### config.mk
export PLATFORM = sky130hd
export DESIGN_NAME = periodic_timer_table_top
export DESIGN_NICKNAME = d
export VERILOG_FILES = /design/src/hdl/ptt_pkg.sv /design/src/hdl/ptt_ram.sv /design/src/hdl/ptt_ctrl.sv /design/src/hdl/ptt_datapath.sv /design/src/hdl/periodic_timer_table_top.sv
export SDC_FILE = /design/constraint.sdc
export NUM_CORES = 1
export LEC_CHECK = 0
export BUFFER_PORTS_ARGS = -buffer_cell sky130_fd_sc_hd__buf_4
export CAP_MARGIN = 10
export CORE_MARGIN = 10
export CORE_UTILIZATION = 60
export CTS_CLUSTER_DIAMETER = 100
export CTS_CLUSTER_SIZE = 8
export DETAILED_ROUTE_END_ITERATION = 6
export PLACE_DENSITY_LB_ADDON = 0.05
export SLEW_MARGIN = 40
export SYNTH_ARGS = -nofsm -noshare
export SYNTH_HDL_FRONTEND = slang
export SYNTH_SLANG_ARGS = --single-unit
### constraint.sdc
create_clock -name clock -period 10.6 [get_ports clock]
set_clock_uncertainty 0.1 [all_clocks]
set_input_delay 0 -clock clock [delete_from_list [all_inputs] [get_ports clock]]
set_output_delay 0 -clock clock [all_outputs]
set_load 0.05 [all_outputs]
### src/hdl/ptt_pkg.sv
// Package for the periodic timer table: opcodes, result kinds, field widths
// and the command/status structs between controller and datapath.
// No dependencies.
`default_nettype none
package ptt_pkg;

   localparam int SLOTS_DEF = 16;

   localparam int OP_W     = 2;
   localparam int TIME_W   = 32;
   localparam int PERIOD_W = 31;
   localparam int SID_W    = 4;
   localparam int KIND_W   = 3;
   localparam int SLOT_W   = 4;
   localparam int COUNT_W  = 5;
   localparam int WORD_W   = TIME_W + PERIOD_W + 1;

   localparam logic [OP_W-1:0] OP_TICK      = 2'd0;
   localparam logic [OP_W-1:0] OP_REGISTER  = 2'd1;
   localparam logic [OP_W-1:0] OP_UNREG     = 2'd2;
   localparam logic [OP_W-1:0] OP_UNREG_ALL = 2'd3;

   localparam logic [KIND_W-1:0] KIND_FIRED   = 3'd0;
   localparam logic [KIND_W-1:0] KIND_SUMMARY = 3'd1;
   localparam logic [KIND_W-1:0] KIND_GRANTED = 3'd2;
   localparam logic [KIND_W-1:0] KIND_FULL    = 3'd3;
   localparam logic [KIND_W-1:0] KIND_FREED   = 3'd4;

   typedef struct packed {
      logic load;
      logic inc;
      logic rd_issue;
      logic eval;
      logic summary;
      logic grant;
      logic full;
      logic unreg;
   } cmd_type;

   typedef struct packed {
      logic free;
      logic cnt_last;
      logic eval_last;
   } status_type;

endpackage
`default_nettype wire

### src/hdl/ptt_ram.sv
// Generic single-write, single-read RAM with registered read data.
// No dependencies.
`default_nettype none
module ptt_ram #(
   parameter int WIDTH = 8,
   parameter int DEPTH = 16
) (
   input  wire logic                     clock,
   input  wire logic                     wr_en,
   input  wire logic [$clog2(DEPTH)-1:0] wr_addr,
   input  wire logic [WIDTH-1:0]         wr_data,
   input  wire logic                     rd_en,
   input  wire logic [$clog2(DEPTH)-1:0] rd_addr,
   output logic      [WIDTH-1:0]         rd_data
);

   logic [WIDTH-1:0] mem_ff [DEPTH];

   always_ff @(posedge clock) begin
      if (wr_en) begin
         mem_ff[wr_addr] <= wr_data;
      end
      if (rd_en) begin
         rd_data <= mem_ff[rd_addr];
      end
   end

endmodule
`default_nettype wire

### src/hdl/ptt_ctrl.sv
// Controller FSM for the periodic timer table: sequences tick scans,
// free-slot search and unregister beats. Depends on ptt_pkg.
`default_nettype none
module ptt_ctrl (
   input  wire logic                          clock,
   input  wire logic                          reset,
   input  wire logic                          start,
   input  wire logic [ptt_pkg::OP_W-1:0]      req_op,
   input  wire ptt_pkg::status_type           status,
   output ptt_pkg::cmd_type                   cmd,
   output logic                               busy
);

   localparam logic [2:0] S_IDLE   = 3'd0;
   localparam logic [2:0] S_TFIRST = 3'd1;
   localparam logic [2:0] S_TRUN   = 3'd2;
   localparam logic [2:0] S_TSUM   = 3'd3;
   localparam logic [2:0] S_RSCAN  = 3'd4;
   localparam logic [2:0] S_UNREG  = 3'd5;

   logic [2:0] state_ff, state_in;

   always_comb begin
      state_in = state_ff;
      cmd      = '0;
      unique case (state_ff)
         S_IDLE: begin
            if (start) begin
               cmd.load = 1'b1;
               unique case (req_op)
                  ptt_pkg::OP_TICK:     state_in = S_TFIRST;
                  ptt_pkg::OP_REGISTER: state_in = S_RSCAN;
                  default:              state_in = S_UNREG;
               endcase
            end
         end
         S_TFIRST: begin
            cmd.rd_issue = 1'b1;
            state_in     = S_TRUN;
         end
         S_TRUN: begin
            cmd.eval     = 1'b1;
            cmd.rd_issue = !status.eval_last;
            if (status.eval_last) begin
               state_in = S_TSUM;
            end
         end
         S_TSUM: begin
            cmd.summary = 1'b1;
            state_in    = S_IDLE;
         end
         S_RSCAN: begin
            if (status.free) begin
               cmd.grant = 1'b1;
               state_in  = S_IDLE;
            end else if (status.cnt_last) begin
               cmd.full = 1'b1;
               state_in = S_IDLE;
            end else begin
               cmd.inc = 1'b1;
            end
         end
         S_UNREG: begin
            cmd.unreg = 1'b1;
            state_in  = S_IDLE;
         end
         default: begin
            state_in = S_IDLE;
         end
      endcase
   end

   always_ff @(posedge clock) begin
      if (reset) begin
         state_ff <= S_IDLE;
      end else begin
         state_ff <= state_in;
      end
   end

   assign busy = (state_ff != S_IDLE);

endmodule
`default_nettype wire

### src/hdl/ptt_datapath.sv
// Datapath for the periodic timer table: request registers, slot valid bits,
// slot RAM, deadline compare/advance and result registers.
// Depends on ptt_pkg and ptt_ram.
`default_nettype none
module ptt_datapath #(
   parameter int SLOTS = ptt_pkg::SLOTS_DEF
) (
   input  wire logic                              clock,
   input  wire logic                              reset,
   input  wire ptt_pkg::cmd_type                  cmd,
   output ptt_pkg::status_type                    status,
   input  wire logic [ptt_pkg::OP_W-1:0]          req_op,
   input  wire logic [ptt_pkg::TIME_W-1:0]        req_now_us,
   input  wire logic [ptt_pkg::PERIOD_W-1:0]      req_period_us,
   input  wire logic                              req_one_shot,
   input  wire logic [ptt_pkg::SID_W-1:0]         req_slot_id,
   output logic                                   rsp_valid,
   output logic      [ptt_pkg::KIND_W-1:0]        rsp_kind,
   output logic      [ptt_pkg::SLOT_W-1:0]        rsp_slot,
   output logic      [ptt_pkg::COUNT_W-1:0]       rsp_fired_count,
   output logic                                   rsp_last
);

   localparam int IDX_W = $clog2(SLOTS);
   localparam int CNT_W = $clog2(SLOTS + 1);
   localparam logic [IDX_W-1:0] IDX_LAST = IDX_W'(SLOTS - 1);

   logic [ptt_pkg::OP_W-1:0]     op_ff, op_in;
   logic [ptt_pkg::TIME_W-1:0]   now_ff, now_in;
   logic [ptt_pkg::PERIOD_W-1:0] period_ff, period_in;
   logic                         once_ff, once_in;
   logic [ptt_pkg::SID_W-1:0]    sid_ff, sid_in;
   logic [IDX_W-1:0]             cnt_ff, cnt_in;
   logic [IDX_W-1:0]             eval_ff, eval_in;
   logic [CNT_W-1:0]             fired_ff, fired_in;
   logic [SLOTS-1:0]             valid_ff, valid_in;

   logic                         rsp_valid_ff, rsp_valid_in;
   logic [ptt_pkg::KIND_W-1:0]   rsp_kind_ff, rsp_kind_in;
   logic [ptt_pkg::SLOT_W-1:0]   rsp_slot_ff, rsp_slot_in;
   logic [ptt_pkg::COUNT_W-1:0]  rsp_count_ff, rsp_count_in;
   logic                         rsp_last_ff, rsp_last_in;

   logic                         ram_wr_en;
   logic [IDX_W-1:0]             ram_wr_addr;
   logic [ptt_pkg::WORD_W-1:0]   ram_wr_data;
   logic [ptt_pkg::WORD_W-1:0]   ram_rd_data;

   logic [ptt_pkg::TIME_W-1:0]   rd_deadline;
   logic [ptt_pkg::PERIOD_W-1:0] rd_period;
   logic                         rd_once;
   logic [ptt_pkg::TIME_W-1:0]   diff;
   logic                         due;
   logic [7:0]                   cnt_wide, eval_wide, sid_wide, fired_wide;
   logic                         sid_in_range;

   ptt_ram #(
      .WIDTH (ptt_pkg::WORD_W),
      .DEPTH (SLOTS)
   ) u_ram (
      .clock   (clock),
      .wr_en   (ram_wr_en),
      .wr_addr (ram_wr_addr),
      .wr_data (ram_wr_data),
      .rd_en   (cmd.rd_issue),
      .rd_addr (cnt_ff),
      .rd_data (ram_rd_data)
   );

   assign rd_deadline = ram_rd_data[ptt_pkg::TIME_W-1:0];
   assign rd_period   = ram_rd_data[ptt_pkg::TIME_W +: ptt_pkg::PERIOD_W];
   assign rd_once     = ram_rd_data[ptt_pkg::WORD_W-1];
   assign diff        = now_ff - rd_deadline;
   assign due         = valid_ff[eval_ff] && !diff[ptt_pkg::TIME_W-1];

   assign cnt_wide     = 8'(cnt_ff);
   assign eval_wide    = 8'(eval_ff);
   assign sid_wide     = 8'(sid_ff);
   assign fired_wide   = 8'(fired_ff);
   assign sid_in_range = (sid_wide < 8'(SLOTS));

   assign status.free      = !valid_ff[cnt_ff];
   assign status.cnt_last  = (cnt_ff == IDX_LAST);
   assign status.eval_last = (eval_ff == IDX_LAST);

   always_comb begin
      ram_wr_en   = 1'b0;
      ram_wr_addr = eval_ff;
      ram_wr_data = {rd_once, rd_period, rd_deadline + 32'(rd_period)};
      if (cmd.grant) begin
         ram_wr_en   = 1'b1;
         ram_wr_addr = cnt_ff;
         ram_wr_data = {once_ff, period_ff, now_ff + 32'(period_ff)};
      end else if (cmd.eval && due && !rd_once) begin
         ram_wr_en = 1'b1;
      end
   end

   always_comb begin
      op_in        = op_ff;
      now_in       = now_ff;
      period_in    = period_ff;
      once_in      = once_ff;
      sid_in       = sid_ff;
      cnt_in       = cnt_ff;
      eval_in      = eval_ff;
      fired_in     = fired_ff;
      valid_in     = valid_ff;
      rsp_valid_in = 1'b0;
      rsp_kind_in  = rsp_kind_ff;
      rsp_slot_in  = rsp_slot_ff;
      rsp_count_in = rsp_count_ff;
      rsp_last_in  = rsp_last_ff;

      if (cmd.load) begin
         op_in     = req_op;
         now_in    = req_now_us;
         period_in = req_period_us;
         once_in   = req_one_shot;
         sid_in    = req_slot_id;
         cnt_in    = '0;
         fired_in  = '0;
      end
      if (cmd.inc) begin
         cnt_in = cnt_ff + 1'b1;
      end
      if (cmd.rd_issue) begin
         eval_in = cnt_ff;
         cnt_in  = cnt_ff + 1'b1;
      end
      if (cmd.eval && due) begin
         fired_in     = fired_ff + 1'b1;
         rsp_valid_in = 1'b1;
         rsp_kind_in  = ptt_pkg::KIND_FIRED;
         rsp_slot_in  = eval_wide[ptt_pkg::SLOT_W-1:0];
         rsp_count_in = '0;
         rsp_last_in  = 1'b0;
         if (rd_once) begin
            valid_in[eval_ff] = 1'b0;
         end
      end
      if (cmd.summary) begin
         rsp_valid_in = 1'b1;
         rsp_kind_in  = ptt_pkg::KIND_SUMMARY;
         rsp_slot_in  = '0;
         rsp_count_in = fired_wide[ptt_pkg::COUNT_W-1:0];
         rsp_last_in  = 1'b1;
      end
      if (cmd.grant) begin
         valid_in[cnt_ff] = 1'b1;
         rsp_valid_in     = 1'b1;
         rsp_kind_in      = ptt_pkg::KIND_GRANTED;
         rsp_slot_in      = cnt_wide[ptt_pkg::SLOT_W-1:0];
         rsp_count_in     = '0;
         rsp_last_in      = 1'b1;
      end
      if (cmd.full) begin
         rsp_valid_in = 1'b1;
         rsp_kind_in  = ptt_pkg::KIND_FULL;
         rsp_slot_in  = '0;
         rsp_count_in = '0;
         rsp_last_in  = 1'b1;
      end
      if (cmd.unreg) begin
         rsp_valid_in = 1'b1;
         rsp_kind_in  = ptt_pkg::KIND_FREED;
         rsp_count_in = '0;
         rsp_last_in  = 1'b1;
         if (op_ff == ptt_pkg::OP_UNREG_ALL) begin
            valid_in    = '0;
            rsp_slot_in = '0;
         end else begin
            rsp_slot_in = sid_ff;
            if (sid_in_range) begin
               valid_in[sid_wide[IDX_W-1:0]] = 1'b0;
            end
         end
      end
   end

   always_ff @(posedge clock) begin
      if (reset) begin
         valid_ff     <= '0;
         rsp_valid_ff <= 1'b0;
      end else begin
         valid_ff     <= valid_in;
         rsp_valid_ff <= rsp_valid_in;
      end
   end

   always_ff @(posedge clock) begin
      op_ff        <= op_in;
      now_ff       <= now_in;
      period_ff    <= period_in;
      once_ff      <= once_in;
      sid_ff       <= sid_in;
      cnt_ff       <= cnt_in;
      eval_ff      <= eval_in;
      fired_ff     <= fired_in;
      rsp_kind_ff  <= rsp_kind_in;
      rsp_slot_ff  <= rsp_slot_in;
      rsp_count_ff <= rsp_count_in;
      rsp_last_ff  <= rsp_last_in;
   end

   assign rsp_valid       = rsp_valid_ff;
   assign rsp_kind        = rsp_kind_ff;
   assign rsp_slot        = rsp_slot_ff;
   assign rsp_fired_count = rsp_count_ff;
   assign rsp_last        = rsp_last_ff;

endmodule
`default_nettype wire

### src/hdl/periodic_timer_table_top.sv
// Top level of the periodic timer table: controller FSM plus datapath.
// Depends on ptt_pkg, ptt_ctrl, ptt_datapath (and ptt_ram below it).
//
// Items are taken when start is high and busy is low; busy is high until the
// last result beat of the item has been issued, after which the next start
// is taken. Results appear as single-cycle beats on rsp_* marked by rsp_valid,
// and the receiver cannot stall them. A tick walks the slot RAM through its
// one read port, one slot per cycle: a first read in S_TFIRST, the walk in
// S_TRUN, then S_TSUM; fired beats come out during the walk and the summary
// beat last. A register request walks the valid bits for the lowest free
// slot. Unregister and unregister-all are handled in state S_UNREG.
// No clearing pass is needed after reset.
`default_nettype none
module periodic_timer_table_top #(
   parameter int SLOTS = ptt_pkg::SLOTS_DEF
) (
   input  wire logic                              clock,
   input  wire logic                              reset,
   input  wire logic                              start,
   output logic                                   busy,
   input  wire logic [ptt_pkg::OP_W-1:0]          req_op,
   input  wire logic [ptt_pkg::TIME_W-1:0]        req_now_us,
   input  wire logic [ptt_pkg::PERIOD_W-1:0]      req_period_us,
   input  wire logic                              req_one_shot,
   input  wire logic [ptt_pkg::SID_W-1:0]         req_slot_id,
   output logic                                   rsp_valid,
   output logic      [ptt_pkg::KIND_W-1:0]        rsp_kind,
   output logic      [ptt_pkg::SLOT_W-1:0]        rsp_slot,
   output logic      [ptt_pkg::COUNT_W-1:0]       rsp_fired_count,
   output logic                                   rsp_last
);

   ptt_pkg::cmd_type    cmd;
   ptt_pkg::status_type status;

   ptt_ctrl u_ctrl (
      .clock  (clock),
      .reset  (reset),
      .start  (start),
      .req_op (req_op),
      .status (status),
      .cmd    (cmd),
      .busy   (busy)
   );

   ptt_datapath #(
      .SLOTS (SLOTS)
   ) u_datapath (
      .clock           (clock),
      .reset           (reset),
      .cmd             (cmd),
      .status          (status),
      .req_op          (req_op),
      .req_now_us      (req_now_us),
      .req_period_us   (req_period_us),
      .req_one_shot    (req_one_shot),
      .req_slot_id     (req_slot_id),
      .rsp_valid       (rsp_valid),
      .rsp_kind        (rsp_kind),
      .rsp_slot        (rsp_slot),
      .rsp_fired_count (rsp_fired_count),
      .rsp_last        (rsp_last)
   );

endmodule
`default_nettype wire
# Word level (Yosys, flattened, before mapping)

Memory sizes are Yosys's and may differ from the RTL's. A register that Yosys moved wholly into a read port is not among the register bits.
Cells that the tools add are included.

$add $sub $neg: 5
Magnitude comparators: 7
Equality and inequality tests: 12
Mux-type cells: 63
Bitwise gates (word level): 5
Reductions and logical operators: 20

Operators by type and width:

| operator                                                           | count |
|---|---|
| two-way mux 16 bit                                                 | 6 |
| adder 32 x 31 -> 32 bit                                            | 2 |
| two-way mux 64 bit                                                 | 1 |
| two-way mux 4 bit                                                  | 10 |
| AND 16 bit                                                         | 2 |
| inverter 16 bit                                                    | 2 |
| subtractor 32 bit                                                  | 1 |
| two-way mux 1 bit                                                  | 25 |
| two-way mux 3 bit                                                  | 8 |
| less-than comparator 4 x 5 -> 1 bit (second input constant)        | 4 |
| two-way mux 5 bit                                                  | 4 |
| OR 16 bit                                                          | 1 |
| demux 1 bit (select 4 bit)                                         | 3 |
| greater-or-equal comparator 4 x 1 -> 1 bit (second input constant) | 3 |
| case mux 3 bit (4 select lines)                                    | 1 |
| binary-select mux 1 bit (select 4 bit)                             | 2 |
| == test 4 bit (second input constant)                              | 2 |
| == test 3 x 2 -> 1 bit (second input constant)                     | 2 |
| == test 3 bit (second input constant)                              | 2 |
| logical AND 1 bit                                                  | 6 |
| case mux 3 bit (2 select lines)                                    | 1 |
| nonzero test 3 bit                                                 | 2 |
| adder 5 x 1 -> 5 bit (second input constant)                       | 1 |
| nonzero test 5 bit                                                 | 1 |
| 17 further kinds                                                   | 20 |

Register bits after elaboration: 116
Bits in writable memories: 1024
Input port bits: 73
Output and inout port bits: 15
Logic and storage cells: 128
Memories kept: 1

Memories:

| name                    | words | bits a word | rd ports | clocked after Yosys merged registers in | write ports | RTL line      | RTL |
|---|---|---|---|---|---|---|---|
| u_datapath.u_ram.mem_ff | 16    | 64          | 1        | 1                                       | 1           | ptt_ram.sv:17 | `logic [WIDTH-1:0] mem_ff [DEPTH];` |

# Logic depth before layout (Yosys ltp)

Gate-level depths: netlist (run 1).

Depth after elaboration: 14
Gate-level depth with buffers: 12
Mapped depth without buffers: 12

# Cells and area by module

A second synthesis (run 1) with hierarchy kept.

Cells, all modules: 2619
Area total of the unflattened synthesis: 49467.4 um^2

Modules (own cells, without submodules):

| module       | times used | cells each | area an instance (um^2) |
|---|---|---|---|
| ptt_ram      | 1          | 1647       | 40222.3 |
| ptt_datapath | 1          | 943        | 9002.4 |
| ptt_ctrl     | 1          | 29         | 242.7 |

# Least setup slack after synthesis (run 1)

OpenSTA, ideal clock, no wires.

Path kind: register to register
From: reg u_datapath.now_ff[24] (netlist bit)
To: mem u_datapath.u_ram.mem_ff[0][0] (netlist bit) (enable)
Library setup time: 0.565 ns
Data arrival time: 6.655 ns
Data required time: 9.935 ns
Setup slack: 3.280 ns
Stages on the path, launching flop included: 11
Path buffers: 0
Clock period less this slack: 7.320 ns
Cells stage by stage: edfxtp_1 -> ha_1 -> a21o_1 -> a21o_1 -> a2111oi_0 -> o21ai_0 -> nor3_1 -> a211oi_1 -> a31oi_1 -> a21oi_1 -> nor3_1

Longest elaborated chain between the ends: 9

Ends and longest elaborated chain:

| what                                    | RTL line            | RTL |
|---|---|---|
| start: declaration                      | ptt_datapath.sv:29  | `logic [ptt_pkg::TIME_W-1:0] now_ff, now_in;` |
| start signal: assignment                | ptt_datapath.sv:193 | `now_ff <= now_in;` |
| subtractor 32 bit                       | ptt_datapath.sv:73  | `assign diff = now_ff - rd_deadline;` |
| logical NOT 1 bit                       | ptt_datapath.sv:74  | `assign due = valid_ff[eval_ff] && !diff[ptt_pkg::TIME_W-1];` |
| logical AND 1 bit                       | ptt_datapath.sv:74  |  |
| logical AND 1 bit (2 in a row)          | ptt_datapath.sv:94  | `end else if (cmd.eval && due && !rd_once) begin` |
| two-way mux 1 bit                       | ptt_datapath.sv:94  |  |
| two-way mux 1 bit                       | ptt_datapath.sv:90  | `if (cmd.grant) begin` |
| two-way mux 1 bit                       | ptt_ram.sv:20       | `if (wr_en) begin` |
| two-way mux 1 bit (implied by the code) | ptt_ram.sv:21       | `mem_ff[wr_addr] <= wr_data;` |
| end: declaration                        | ptt_ram.sv:17       |  |

Every way passes these cells.

# Worst setup path in the final report (run 1)

From: reg u_datapath.cnt_ff[0]
To: mem u_datapath.u_ram.mem_ff[14][60] (netlist bit) (enable)

Longest elaborated chain between the ends: 7
Elaborated cells on any way between the ends: 8

Ends and longest elaborated chain:

| what                                    | RTL line            | RTL |
|---|---|---|
| start: declaration                      | ptt_datapath.sv:33  | `logic [IDX_W-1:0] cnt_ff, cnt_in;` |
| start signal: assignment                | ptt_datapath.sv:197 | `cnt_ff <= cnt_in;` |
| binary-select mux 1 bit (select 4 bit)  | ptt_datapath.sv:82  | `assign status.free = !valid_ff[cnt_ff];` |
| two-way mux 1 bit (implied by the code) | ptt_datapath.sv:82  |  |
| two-way mux 1 bit                       | ptt_ctrl.sv:53      | `if (status.free) begin` |
| two-way mux 2 bit                       | ptt_ctrl.sv:26      | `unique case (state_ff)` |
| two-way mux 1 bit                       | ptt_datapath.sv:90  |  |
| two-way mux 1 bit                       | ptt_ram.sv:20       |  |
| two-way mux 1 bit (implied by the code) | ptt_ram.sv:21       |  |

Parallel ways exist; a longest one is shown, timed or not. The select of a mux whose other input is x is not followed.

==> results of run 1 <==
## path summary, 6_finish.rpt
path | to | cells past startpoint | slack, ns | startpoint
worst min-delay path | u_datapath.valid_ff[0] | 4 | 0.14 | reset
worst max register to register | u_datapath.u_ram.mem_ff[14][60] | 10 | 4.82 | u_datapath.cnt_ff[0]
worst min register to register | u_datapath.rsp_kind[1] | 1 | 0.36 | u_datapath.rsp_kind[1]
worst max-delay path | u_datapath.u_ram.mem_ff[14][60] | 10 | 4.82 | u_datapath.cnt_ff[0]
## placed cells by master, fill, tap and decap left out, types with 29 or more instances in the layout
master	Yosys	final
clkbuf_16	0	172
o21ai_0	52	48
nor2_1	84	75
inv_1	55	54
dfxtp_1	29	29
edfxtp_1	1175	1175
a21o_1	34	34
mux4_2	329	329
dlygate4sd3_1	0	145
buf_4	1	132
xnor2_1	32	32
a21oi_1	94	81
ha_1	97	97
nand2_1	176	176
## worst reg2reg max path, stage by stage, from the launching register on
cell      delay (ns)
edfxtp_1        0.34
buf_6           0.51
mux4_2          0.37
mux2i_1         0.10
mux2i_1         0.42
or2_4           0.64
buf_4           0.59
a31oi_1         0.44
nor2_4          0.75
buf_4           0.44
buf_4           0.63
## metrics by stage
stage               setup WS (ns)  std cells  instance area (um2)
CTS                          4.39       4036                58000
global route                 4.54       4040                58200
detailed placement           4.43       3687                52000
finish                       4.82       4040                58200
floorplan                    3.28       2570                49600
global placement             4.42       3678                51800
## state kept, by name, summed over array words and instances (netlist names), 5 cells and up
register / flops
u_datapath.period_ff: 31
u_datapath.now_ff: 32
u_datapath.fired_ff: 5
u_datapath.rsp_fired_count: 5
u_datapath.valid_ff: 16
u_datapath.u_ram.mem_ff: 1024
u_datapath.u_ram.rd_data: 64
## metal layers
metal  global-route usage  up-vias  part of all wire
li1                     -    11252                 -
met4               0.0730        0             0.022
met5                    0        -                 0
met2                0.412     1340              0.48
met3               0.0559      197             0.085
met1                0.376    14068              0.41
## layout make-up
type | instances | area [um2]
clock inverters | 12 | 219
fillers | 5027 | 23800
clock buffers | 192 | 4380
well taps | 1070 | 1340
inverters | 55 | 208
multi-input cells | 1203 | 13300
repair buffers | 304 | 2840
flip-flops and latches | 1204 | 35900
## kinds of logic (layout without fill, tap and decap cells)
| kind of cell | after synthesis | after routing |
|---|---|---|
| flip-flops | 1204 | 1204 |
| AND/OR/NAND/NOR | 389 | 389 |
| multiplexers | 341 | 341 |
| AO/OA/AOI/OAI | 325 | 325 |
| buffers and inverters | 163 | 563 |
| adder cells (fa/ha/maj) | 99 | 99 |
| XOR/XNOR | 49 | 49 |
## power by group
part / total (W) / leakage [nW] / switching (W) / internal, W
clock network: 0.00478 / 2.24 / 0.00188 / 0.00290
logic: 0.00243 / 6.34 / 0.00148 / 0.000952
registers: 0.00598 / 10.9 / 0.000101 / 0.00588
total: 0.0132 / 19.5 / 0.00345 / 0.00973
==> results.sh, run 1 <==
export IMPL_drive_gt1_frac=0.244
export IMPL_synth_edf_count=1175
export IMPL_grt_pass1_wl_um=182000
export IMPL_hold_buffers=145
export IMPL_clk_pin_slew_ns=0.05
export IMPL_cp_start_kind="flip-flop"
export IMPL_cts_root_buf="clkbuf_16"
export IMPL_rsz0062_at_grt="no"
export IMPL_critPathKind="reg2reg"
export IMPL_detail_route_antenna_nets=0
export IMPL_synth_most_common_cell="edfxtp_1"
export IMPL_synth_seq_cells=1204
export IMPL_track_usage=0.263
export IMPL_dp_hpwl_um=69200
export IMPL_netlist_top_cells_area="edfxtp_1, mux4_2, ha_1"
export IMPL_critical_path_max_fanout=44
export IMPL_endpoint_kind="flip-flop"
export IMPL_max_cap_violations=0
export IMPL_slew_viol_final=0
export IMPL_syn_area_mm2=0.0496
export IMPL_dieArea_mm2=0.0946
export IMPL_yosysTopAreaCell="edfxtp_1"
export IMPL_max_slew_margin=0.397
export IMPL_period_needed_ns=5.78
export IMPL_hold_class="in2reg"
export IMPL_ys_flop_type="edfxtp_1"
export IMPL_cts_setup_buffers=0
export IMPL_powerDensity_mw_per_mm2=227
export IMPL_synth_common_cells="edfxtp_1, mux4_2, nand2_1"
export IMPL_total_power_w=0.0132
export IMPL_cts_buffers=168
export IMPL_period_share=0.545
export IMPL_synthCells=2570
export IMPL_drtPass1Iterations=5
export IMPL_fp_dieH_um=308
export IMPL_drc=0
export IMPL_start_util=0.605
export IMPL_required_ns=10.86
export IMPL_core_area_mm2=0.0820
export IMPL_grt_antenna_before_repair=0
export IMPL_clock_sinks=1204
export IMPL_status="finished clean"
export IMPL_yosys_warnings=0
export IMPL_peakVddDrop_mv=0.200
export IMPL_clock_latency_ns=0.76
export IMPL_worst_path_max_delay_cell="nor2_4"
export IMPL_synth_top_family_by_area="multiplexers"
export IMPL_gp_congestion=0.892
export IMPL_cp_num_buf_inv=4
export IMPL_grt_pass1_vias=27364
export IMPL_synth_adder_area_share=0.0253
export IMPL_finalHoldViolCount=0
export IMPL_p_leak_nw=19.5
export IMPL_crit_chain="buf_6 > mux4_2 > mux2i_1 > mux2i_1 > or2_4 > buf_4 > a31oi_1 > nor2_4 > buf_4 > buf_4"
export IMPL_yosys_area_share_simple=0.0358
export IMPL_synth_mux_area_frac=0.152
export IMPL_htree_levels=4
export IMPL_fin_nets=3108
export IMPL_async_reset_ff_frac=0
export IMPL_cp_common_cell="buf_4"
export IMPL_ys_seq_area_frac=0.723
export IMPL_grt_start_max_net_pins=94
export IMPL_arrival_ns=6.04
export IMPL_ios=88
export IMPL_setup_violations=0
export IMPL_row_count=105
export IMPL_wire_per_inst_um=30.2
export IMPL_synth_area_per_cell_um2=19.3
export IMPL_viasPerCell=6.65
export IMPL_final_core_util=0.709
export IMPL_io_buffer_count=87
export IMPL_critPathMaxStageDelay_ns=0.75
export IMPL_crit_family="buffers and inverters"
export IMPL_cts_resized=0
export IMPL_cts_tree="built"
export IMPL_area_growth_pct=17.3
export IMPL_synthXorXnorAreaFrac=0.00865
export IMPL_dr_first_iter_drc_count=3220
export IMPL_synth_compound_area_frac=0.0428
export IMPL_fin_hold_ws_ns=0.138
export IMPL_setup_tns_ns=0
export IMPL_die_w_um=308
export IMPL_fmax_mhz=173
export IMPL_overflow=0
export IMPL_diodes=0
export IMPL_synthDominantCellAreaShare=0.711
export IMPL_tightest_slew_ns=0.904
export IMPL_wl_um=122000
export IMPL_yosysUniqueCellTypes=67
export IMPL_vias=26857
export IMPL_synthesis_nets=2742
export IMPL_clockBufferDepth=3
Power figures use the tool's default switching activity.
==> run 2: changes to the inputs <==
--- a/config.mk
+++ b/config.mk
@@ -5,6 +5,7 @@
 export SDC_FILE = /design/constraint.sdc
 export NUM_CORES = 1
 export LEC_CHECK = 0
+export ABC_AREA = 1
 export BUFFER_PORTS_ARGS = -buffer_cell sky130_fd_sc_hd__buf_4
 export CAP_MARGIN = 10
 export CORE_MARGIN = 10
==> constraint.sdc (replaced) <==
create_clock -name clock -period 5.7 [get_ports clock]
set_clock_uncertainty 0.1 [all_clocks]
set_input_delay 0 -clock clock [delete_from_list [all_inputs] [get_ports clock]]
set_output_delay 0 -clock clock [all_outputs]
set_load 0.05 [all_outputs]
==> results.sh, run 2 <==
export IMPL_async_reset_ff_frac=0
export IMPL_period_share=0.800
export IMPL_largest_reg_flops=1024
export IMPL_synthCells=4410
export IMPL_ys_seq_area_frac=0.700
export IMPL_synth_common_cells="edfxtp_1, nand2_1, nor2_1"
export IMPL_clock_latency_ns=0.77
export IMPL_total_power_w=0.0332
export IMPL_grt_pass1_wl_um=219000
export IMPL_setup_violations=0
export IMPL_ios=88
export IMPL_met2_usage=0.475
export IMPL_endpoint_kind="flip-flop"
export IMPL_gp_congestion=0.984
export IMPL_ys_flop_type="edfxtp_1"
export IMPL_diodes=0
export IMPL_cts_setup_buffers=0
export IMPL_htree_levels=4
export IMPL_start_util=0.604
export IMPL_wire_per_inst_um=24.9
export IMPL_rsz0062_at_grt="no"
export IMPL_core_area_mm2=0.0849
export IMPL_max_cap_violations=0
export IMPL_peakVddDrop_mv=0.571
export IMPL_vias=36104
export IMPL_synthDominantCellAreaShare=0.689
export IMPL_arrival_ns=4.85
export IMPL_reg_top3="u_datapath.u_ram.mem_ff x1024, u_datapath.u_ram.rd_data x64, u_datapath.now_ff x32"
export IMPL_grt_pass1_vias=34765
export IMPL_row_count=107
export IMPL_drc=0
export IMPL_comb_power_share=0.344
export IMPL_fin_nets=4829
export IMPL_wl_um=145000
export IMPL_synth_area_per_cell_um2=11.6
export IMPL_fp_dieH_um=312
export IMPL_synthesis_nets=4582
export IMPL_dr_first_iter_drc_count=4359
export IMPL_yosys_warnings=0
export IMPL_critPathKind="reg2reg"
export IMPL_largest_register="u_datapath.u_ram.mem_ff"
export IMPL_drtPass1Iterations=5
export IMPL_num_fill_cells=5980
export IMPL_grt_antenna_before_repair=2
export IMPL_cts_resized=0
export IMPL_drive_gt1_frac=0.0811
export IMPL_viasPerCell=6.19
export IMPL_layout_commonest_cell="edfxtp_1"
export IMPL_clock_sinks=1204
export IMPL_ff_latch_area_mm2=0.0359
export IMPL_slew_viol_final=0
export IMPL_p_int_w=0.0208
export IMPL_yosysUniqueCellTypes=43
export IMPL_hold_buffers=144
export IMPL_clk_pin_slew_ns=0.05
export IMPL_detail_route_antenna_nets=0
export IMPL_final_core_util=0.699
export IMPL_top_usage_layer="met2"
export IMPL_yosysTopAreaCell="edfxtp_1"
export IMPL_hold_class="in2reg"
export IMPL_required_ns=5.99
export IMPL_area_growth_pct=15.9
export IMPL_cts_buffers=168
export IMPL_io_buffer_count=87
export IMPL_use_met3=0.0442
export IMPL_grt_start_max_net_pins=211
export IMPL_max_slew_margin=0.352
export IMPL_synth_adder_area_share=0.0245
export IMPL_yosys_area_share_simple=0.128
export IMPL_cp_start_kind="flip-flop"
export IMPL_finalHoldViolCount=0
export IMPL_overflow=0
export IMPL_period_needed_ns=4.56
export IMPL_p_sw_w=0.0124
export IMPL_synth_edf_count=1175
export IMPL_cts_root_buf="clkbuf_16"
export IMPL_p_clk_frac=0.266
export IMPL_synth_mux_area_frac=0.000195
export IMPL_dieArea_mm2=0.0975
export IMPL_multi_input_area_mm2=0.0139
export IMPL_netlist_top_cells_area="edfxtp_1, o21ai_0, nand2_1"
export IMPL_synth_top_family_by_area="simple AND/OR/NAND/NOR gates"
export IMPL_status="finished clean"
export IMPL_die_w_um=312
export IMPL_p_seq_frac=0.390
export IMPL_cts_tree="built"
export IMPL_fmax_mhz=219
export IMPL_dp_hpwl_um=84400
export IMPL_synth_compound_area_frac=0.110
export IMPL_powerDensity_mw_per_mm2=559
export IMPL_synthXorXnorAreaFrac=0.00598
export IMPL_p_leak_nw=20.9
export IMPL_setup_tns_ns=0
export IMPL_synth_seq_cells=1204
export IMPL_synth_most_common_cell="edfxtp_1"
export IMPL_track_usage=0.294
export IMPL_p_sw_frac=0.373
export IMPL_syn_area_mm2=0.0512
export IMPL_globalRouteMet1Util=0.405
export IMPL_tightest_slew_ns=0.972
export IMPL_most_common_layout_cells="edfxtp_1, nand2_1, nor2_1"
export IMPL_critical_path_max_fanout=50
export IMPL_clockBufferDepth=3
run 2: cell count changes in the layout (fill, tap and decap cells not counted), moves of 17 or more:
cell,change
nand3_1,+61
o21ai_0,+544
nand2_1,+562
a21oi_1,+39
a21o_1,-24
nand2b_1,-17
xnor2_1,-23
nor2_1,+580
nand4_1,+81
o22ai_1,+258
mux4_2,-329
inv_1,+134
run 2: path summary, 6_finish.rpt:
check | startpoint | endpoint | slack [ns] | cells after the start
max | u_datapath.now_ff[22] | u_datapath.u_ram.mem_ff[12][55] | 1.14 | 12
min | req_op[1] | u_ctrl.state_ff[0] | 0.08 | 4
max reg2reg | u_datapath.now_ff[22] | u_datapath.u_ram.mem_ff[12][55] | 1.14 | 12
min reg2reg | u_datapath.valid_ff[15] | u_datapath.valid_ff[15] | 0.36 | 2
run 2: metrics by stage:
stage                     hold WS [ns]  instance area (um2)  std cells  setup slack, ns
after global placement          0.0781                53300       5485             1.28
after global routing             0.107                59400       5830            0.812
final                           0.0828                59400       5830             1.14
after detailed placement        0.0794                53300       5485             1.19
after floorplan                -0.0309                51200       4410            0.611
after CTS                       0.0147                59300       5828             1.15
run 2: cells by family after synthesis:
| group | Yosys count |
|---|---|
| muxes | 1 |
| and+or+nand+nor | 1622 |
| DFF | 1204 |
| adders and majority gates | 99 |
| xor gates and xnor gates | 35 |
| AOI/OAI and AO/OA | 1033 |
| buffers and inverters | 416 |
run 2: layout make-up:
class	instances	share of cell area
flip-flops and latches	1204	0.604
multi-input cells	2790	0.234
clock buffers	185	0.0726
repair buffers	299	0.0481
well taps	1144	0.0241
inverters	194	0.0126
clock inverters	14	0.00398
run 2: critical path, cell delays in order (launching register included):
cell and delay, ns:
edfxtp_1 0.41, ha_1 0.32, nand2_1 0.08, nor2_1 0.16, nand4_1 0.20, nor2b_1 0.20
nand2_1 0.14, nand3_1 0.47, nand3_2 0.40, nand2_1 0.25, nand3_1 0.36, nor2_4 0.58
buf_12 0.42
run 2: per-layer routing:
layer | share of wire | up-vias | wire [um]
met3 | 0.077 | 277 | 11200
met2 | 0.48 | 1751 | 70200
met4 | 0.031 | 0 | 4460
met1 | 0.41 | 17769 | 59400
met5 | 0 | - | 0
li1 | - | 16307 | -
run 2: power groups by stage:
| stage | Sequential (W) | Combinational [W] | Clock (W) |
|---|---|---|---|
| 6_report | 0.0129 | 0.0114 | 0.00883 |
| 5_1_grt | 0.0130 | 0.0124 | 0.00929 |
| 4_1_cts | 0.0129 | 0.0112 | 0.00892 |
| 3_5_place_dp | 0.0131 | 0.0111 | 0 |
| 3_3_place_gp | 0.0131 | 0.0110 | 0 |
| 2_1_floorplan | 0.0130 | 0.00691 | 0 |
